### config.mk
export PLATFORM = sky130hd
export DESIGN_NAME = wpsc_ram
export DESIGN_NICKNAME = d
export VERILOG_FILES = /design/src/wpsc_ram.sv
export SDC_FILE = /design/constraint.sdc
export NUM_CORES = 1
export LEC_CHECK = 0
export ABC_AREA = 1
export BUFFER_PORTS_ARGS = -buffer_cell sky130_fd_sc_hd__buf_2
export CAP_MARGIN = 10
export CORE_ASPECT_RATIO = 0.75
export CORE_UTILIZATION = 55
export DETAILED_ROUTE_END_ITERATION = 7
export PLACE_DENSITY = 0.89
export SYNTH_ARGS = -nofsm -noshare
export SYNTH_HDL_FRONTEND = slang
export SYNTH_SLANG_ARGS = --single-unit
export TNS_END_PERCENT = 100
### constraint.sdc
create_clock -name clk -period 1.4 [get_ports clk]
set_input_delay 0.07 -clock clk [delete_from_list [all_inputs] [get_ports clk]]
set_output_delay 0.07 -clock clk [all_outputs]
set_load 0.05 [all_outputs]
### src/wpsc_ram.sv
module wpsc_ram #(
  parameter int WIDTH = 8,
  parameter int DEPTH = 4
) (
  input  logic                     clk,
  input  logic                     we,
  input  logic [$clog2(DEPTH)-1:0] waddr,
  input  logic [WIDTH-1:0]         wdata,
  input  logic [$clog2(DEPTH)-1:0] raddr,
  output logic [WIDTH-1:0]         rdata
);

  logic [WIDTH-1:0] mem [DEPTH];

  // One write port, one registered read port
  always_ff @(posedge clk) begin
    if (we) begin
      mem[waddr] <= wdata;
    end
    rdata <= mem[raddr];
  end

endmodule

==> results of run 1 <==
-- per-layer routing --
| layer | GRT usage | vias up |
|---|---|---|
| met4 | 0.0773 | 0 |
| met2 | 0.325 | 31 |
| met3 | 0.0833 | 6 |
| li1 | - | 498 |
| met5 | 0 | - |
| met1 | 0.250 | 466 |
-- cell type report --
type / count / area (um^2) / share of cell area
Timing Repair Buffer: 28 / 165 / 0.0900
Inverter: 37 / 141 / 0.0771
Clock buffer: 5 / 68.8 / 0.0375
Tap cell: 36 / 45.0 / 0.0246
Clock inverter: 3 / 42.5 / 0.0232
Multi-Input combinational cell: 60 / 250 / 0.136
Sequential cell: 40 / 1120 / 0.611
-- registers in the layout (all words and copies together) (netlist names) --
register,flops
rdata,8
mem,32
-- cells by family after synthesis --
logic type,Yosys count,share of synthesized area
buf+inv,41,0.114
flops,40,0.724
simple gates,60,0.162
-- Yosys cell counts --
master / number / area (um^2)
nand2_1: 40 / 150
inv_1: 36 / 135
edfxtp_1: 32 / 961
nand3_1: 16 / 80.1
dfxtp_1: 8 / 160
nor3_1: 4 / 20.0
buf_6: 2 / 22.5
buf_2: 1 / 5.00
buf_4: 1 / 7.51
inv_4: 1 / 6.26
-- layout by cell type (no fill, tap or decap) --
cell            n
buf_4           4
clkinv_2        1
nand3_1        16
inv_4           1
buf_2          21
nand2_1        40
inv_1          36
dfxtp_1         8
clkbuf_8        5
edfxtp_1       32
dlygate4sd3_1   3
nor3_1          4
bufinv_16       1
clkinvlp_4      1
-- timing repair --
item | in CTS | in global routing
buffers inserted | 0 | 0
hold endpoints to repair | 6 | 1
hold buffers | 2 | 1
-- where the power goes --
part	switching [mW]	leakage, nW	internal, mW
Combinational	0.183	0.453	0.0692
Sequential	0.0165	0.361	1.35
Clock	0.407	0.0541	0.527
-- stage by stage --
step                std cells  worst slack [ns]   util
finish                    209             0.457  0.694
global route              209             0.429  0.694
CTS                       208             0.449  0.690
detailed placement        198             0.505  0.641
global placement          198             0.502  0.641
floorplan                 141             0.267      -
-- worst max-delay path by stage --
stage                      to  slack (ns)  cells past startpoint
global placement    mem[1][6]        0.50                      4
floorplan           mem[3][0]        0.27                      2
CTS                  rdata[3]        0.45                      1
detailed placement  mem[1][6]        0.50                      4
global route         rdata[0]        0.43                      1
finish               rdata[3]        0.46                      1
==> metrics.yaml, run 1 <==
max-clock-path-buffers: 2
slew_viol_final: 0
drtAntennaViolNets: 0
final_area_um2: 1830
ff2ff_path_depth: 4
crit_path_top_delay_cell: "dfxtp_1"
route.detailed.drc: 0
routabilityCongestion: 0.789
rrSetupSlack_ns: 0.63
dieWidth_um: 63.3
grt_pass1_wl_mm: 4.12
path_cells: "buf_2"
max-cap-violations: 0
clock-root-buffer: "clkbuf_8"
slew_headroom: 0.780
drive_above_1_share: 0.197
period_share: 0.673
wl_met2_mm: 1.30
syn_inst: 141
post-route-min-period_ns: 0.943
finalSetupViolCount: 0
yosysSeqAreaShare: 0.724
worstReg2RegStart: "mem[3][6]"
dp.final_hpwl_mm: 1.85
antenna_found_initial: 0
min_to: "mem[2][6]"
r2r-end: "rdata[6]"
netlist_area_um2: 1550
max_stage_delay_ns: 0.32
ctsResizeCount: 0
portBuffers: 21
totalWireLength_mm: 2.80
die_area_um2: 3030
clkTransAtPathRegs_ns: 0.08
met1_length_mm: 1.31
grt.total_usage: 0.201
rows: 16
h-tree-depth: 2
hold_slack_ns: 0.0172
timing.setup.tns_ns: 0
synth_seq_cells: 40
design.core.area_um2: 2640
clkSinkCount: 40
cp-end-kind: "primary output"
drt_first_pass_iters: 4
numCtsBuffers: 5
fillers: 205
overflow: 0
arrival_ns: 0.87
dr.max_layer_used: "met4"
dpl-instance-area_um2: 1690
rsz0062_at_grt: "no"
crit_type: "reg2out"
clkLatencyLatePin_ns: 0.29
via_per_inst: 4.79
hold_class: "in2reg"
fmax_mhz: 1060
path_buf_inv: 1
grt_max_degree: 18
wl_per_cell_um: 13.4
status: "completed"
required_ns: 1.33
die_h_um: 47.9
initial_core_util: 0.586
n_antenna_cell: 0
nNetsFinal: 186
min_from: "wdata[6]"
crit_path_max_fanout: 1
wl_met3_um: 147
p_leak_nw: 0.868
cp-startpoint: "rdata[3]"
synth_fp_nets: 155
cts_tree: "built"
cp-start-kind: "register"
p_per_area_nw_per_um2: 1390
drt-initial-drc-count: 53
synth_cell_types: 10
worst_pin_slew_ns: 0.331
cp_top_family: "flip-flops"
fin_skew_ns: 0.00559
hold_viol: 0
grt_pass1_vias: 879
ios: 22
power_mw: 2.56
ir_drop_uv: 874
synthToLayoutAreaGrowth_pct: 18.5
vias: 1001
yosysWarnings: 0
whs_path_depth: 1
syn_area_per_cell_um2: 11.0
Note: power is estimated with default switching activity, not from simulation.
==> run 2: changes to the inputs <==
CORE_UTILIZATION = 49   (was 55)
PLACE_DENSITY = 0.85   (was 0.89)
clock period = 0.8 ns   (was 1.4 ns; I/O delays follow)
==> metrics.yaml, run 2 (same netlist as run 1, synthesis figures left out) <==
r2r-end: "rdata[3]"
crit_path_max_fanout: 1
rsz0062_at_grt: "yes"
status: "completed"
final_common_cell: "nand2_1"
antenna_found_initial: 0
routabilityCongestion: 0.780
clock-root-buffer: "clkbuf_8"
grt_pass1_wl_mm: 4.53
crit_path_top_delay_cell: "dfxtp_2"
cp-startpoint: "rdata[7]"
p_per_area_nw_per_um2: 2100
fin_skew_ns: 0.00302
clkTransAtPathRegs_ns: 0.07
drt_first_pass_iters: 5
n_antenna_cell: 0
worst_pin_slew_ns: 0.279
p_clk_frac: 0.289
dp.final_hpwl_mm: 1.99
nNetsFinal: 194
seq_power_share: 0.578
post-route-min-period_ns: 0.791
seqCellArea_um2: 1130
multi_input_area_um2: 283
initial_core_util: 0.520
ir_drop_uv: 1660
totalWireLength_mm: 2.78
crit_type: "reg2out"
design.core.area_um2: 2980
grt_pass1_vias: 1012
hold_viol: 0
power_mw: 4.19
final_cell_mix: "nand2_1, inv_1, edfxtp_1"
switching_share: 0.233
max_stage_delay_ns: 0.34
cp_top_family: "flip-flops"
fillers: 245
numCtsBuffers: 5
final_cells: 219
top_regs: "mem (32), rdata (8)"
crit_cells: 1
h-tree-depth: 2
route.detailed.drc: 0
slew_headroom: 0.814
regMostFlops: "mem"
overflow: 0
post-route-util: 0.669
synthToLayoutAreaGrowth_pct: 28.7
cp-start-kind: "register"
hold_class: "in2reg"
max-clock-path-buffers: 2
die_h_um: 50.7
cts_tree: "built"
drtAntennaViolNets: 0
portBuffers: 21
place_inst: 205
max-cap-violations: 0
dieWidth_um: 66.9
path_cells: "buf_8"
ff2ff_path_depth: 4
drive_above_1_share: 0.282
worstReg2RegStart: "mem[1][3]"
period_share: 0.988
rows: 17
p_comb_frac: 0.133
fmax_mhz: 1260
slew_viol_final: 0
finalSetupViolCount: 0
grt_max_degree: 17
p_sw_mw: 0.977
ios: 22
p_leak_nw: 0.925
required_ns: 0.76
p_int_mw: 3.21
rrSetupSlack_ns: 0.03
cp-end-kind: "primary output"
clkSinkCount: 40
die_area_um2: 3390
path_buf_inv: 1
drt-initial-drc-count: 47
cts_setup_buffers: 0
via_per_inst: 4.69
grt.total_usage: 0.192
critical_path.endpoint: "rdata[7]"
vias: 1028
largest_register_ffs: 32
arrival_ns: 0.75
wl_per_cell_um: 12.7
clkLatencyLatePin_ns: 0.27
==> run 2: cell count changes in the layout (fill, tap and decap cells not counted), sizes merged <==
| cell | delta |
|---|---|
| clkbuf | +2 |
| bufinv | -1 |
| dlygate4sd3 | +3 |
| buf | +5 |
| clkinvlp | -1 |
==> run 2: area by class of cell <==
type,count,share of cell area
inverters,37,0.0710
well taps,38,0.0239
flip-flops and latches,40,0.568
clock inverters,1,0.00188
multi-input cells,60,0.142
repair buffers,36,0.155
clock buffers,7,0.0383
==> run 2: through the flow <==
stage          instance area (um^2)  setup TNS (ns)  hold WS [ns]  setup WS [ns]
3_3_place_gp                   1750           -1.20         0.270        -0.0525
5_1_grt                        1990          -0.117       0.00152        -0.0181
4_1_cts                        1940               0       0.00128       0.000641
3_5_place_dp                   1750           -2.11         0.276        -0.0889
2_1_floorplan                  1570           -1.96         0.139        -0.0784
6_report                       1990               0        0.0146        0.00927
==> run 2: power by group through the flow <==
stage / sequential (mW) / clock (mW) / combinational [mW]
floorplan: 2.58 / 0 / 0.166
global placement: 2.44 / 0 / 0.439
detailed placement: 2.44 / 0 / 0.457
CTS: 2.41 / 1.24 / 0.523
global route: 2.43 / 1.33 / 0.604
finish: 2.42 / 1.21 / 0.557
==> run 2: timing repair <==
action | CTS | global route
resized for setup | 20 | 14
hold buffers | 5 | 1
pin swaps | 0 | 2
setup endpoints to repair | 8 | 10
hold endpoints to repair | 20 | 4
==> run 2: worst min path at each step <==
stage / from / end / cells past startpoint
2_1_floorplan: wdata[0] / mem[0][0] / 0
3_3_place_gp: wdata[0] / mem[2][0] / 1
3_5_place_dp: wdata[7] / mem[0][7] / 1
4_1_cts: wdata[4] / mem[2][4] / 1
5_1_grt: wdata[0] / mem[2][0] / 1
6_report: wdata[0] / mem[1][0] / 1
==> run 2: layer usage <==
| metal | wire (um) | GRT usage | part of all wire |
|---|---|---|---|
| met1 | 1160 | 0.231 | 0.42 |
| met2 | 1500 | 0.340 | 0.54 |
| met3 | 120 | 0.0614 | 0.043 |
| met4 | 0 | 0.0319 | 0 |
| met5 | 0 | 0 | 0 |
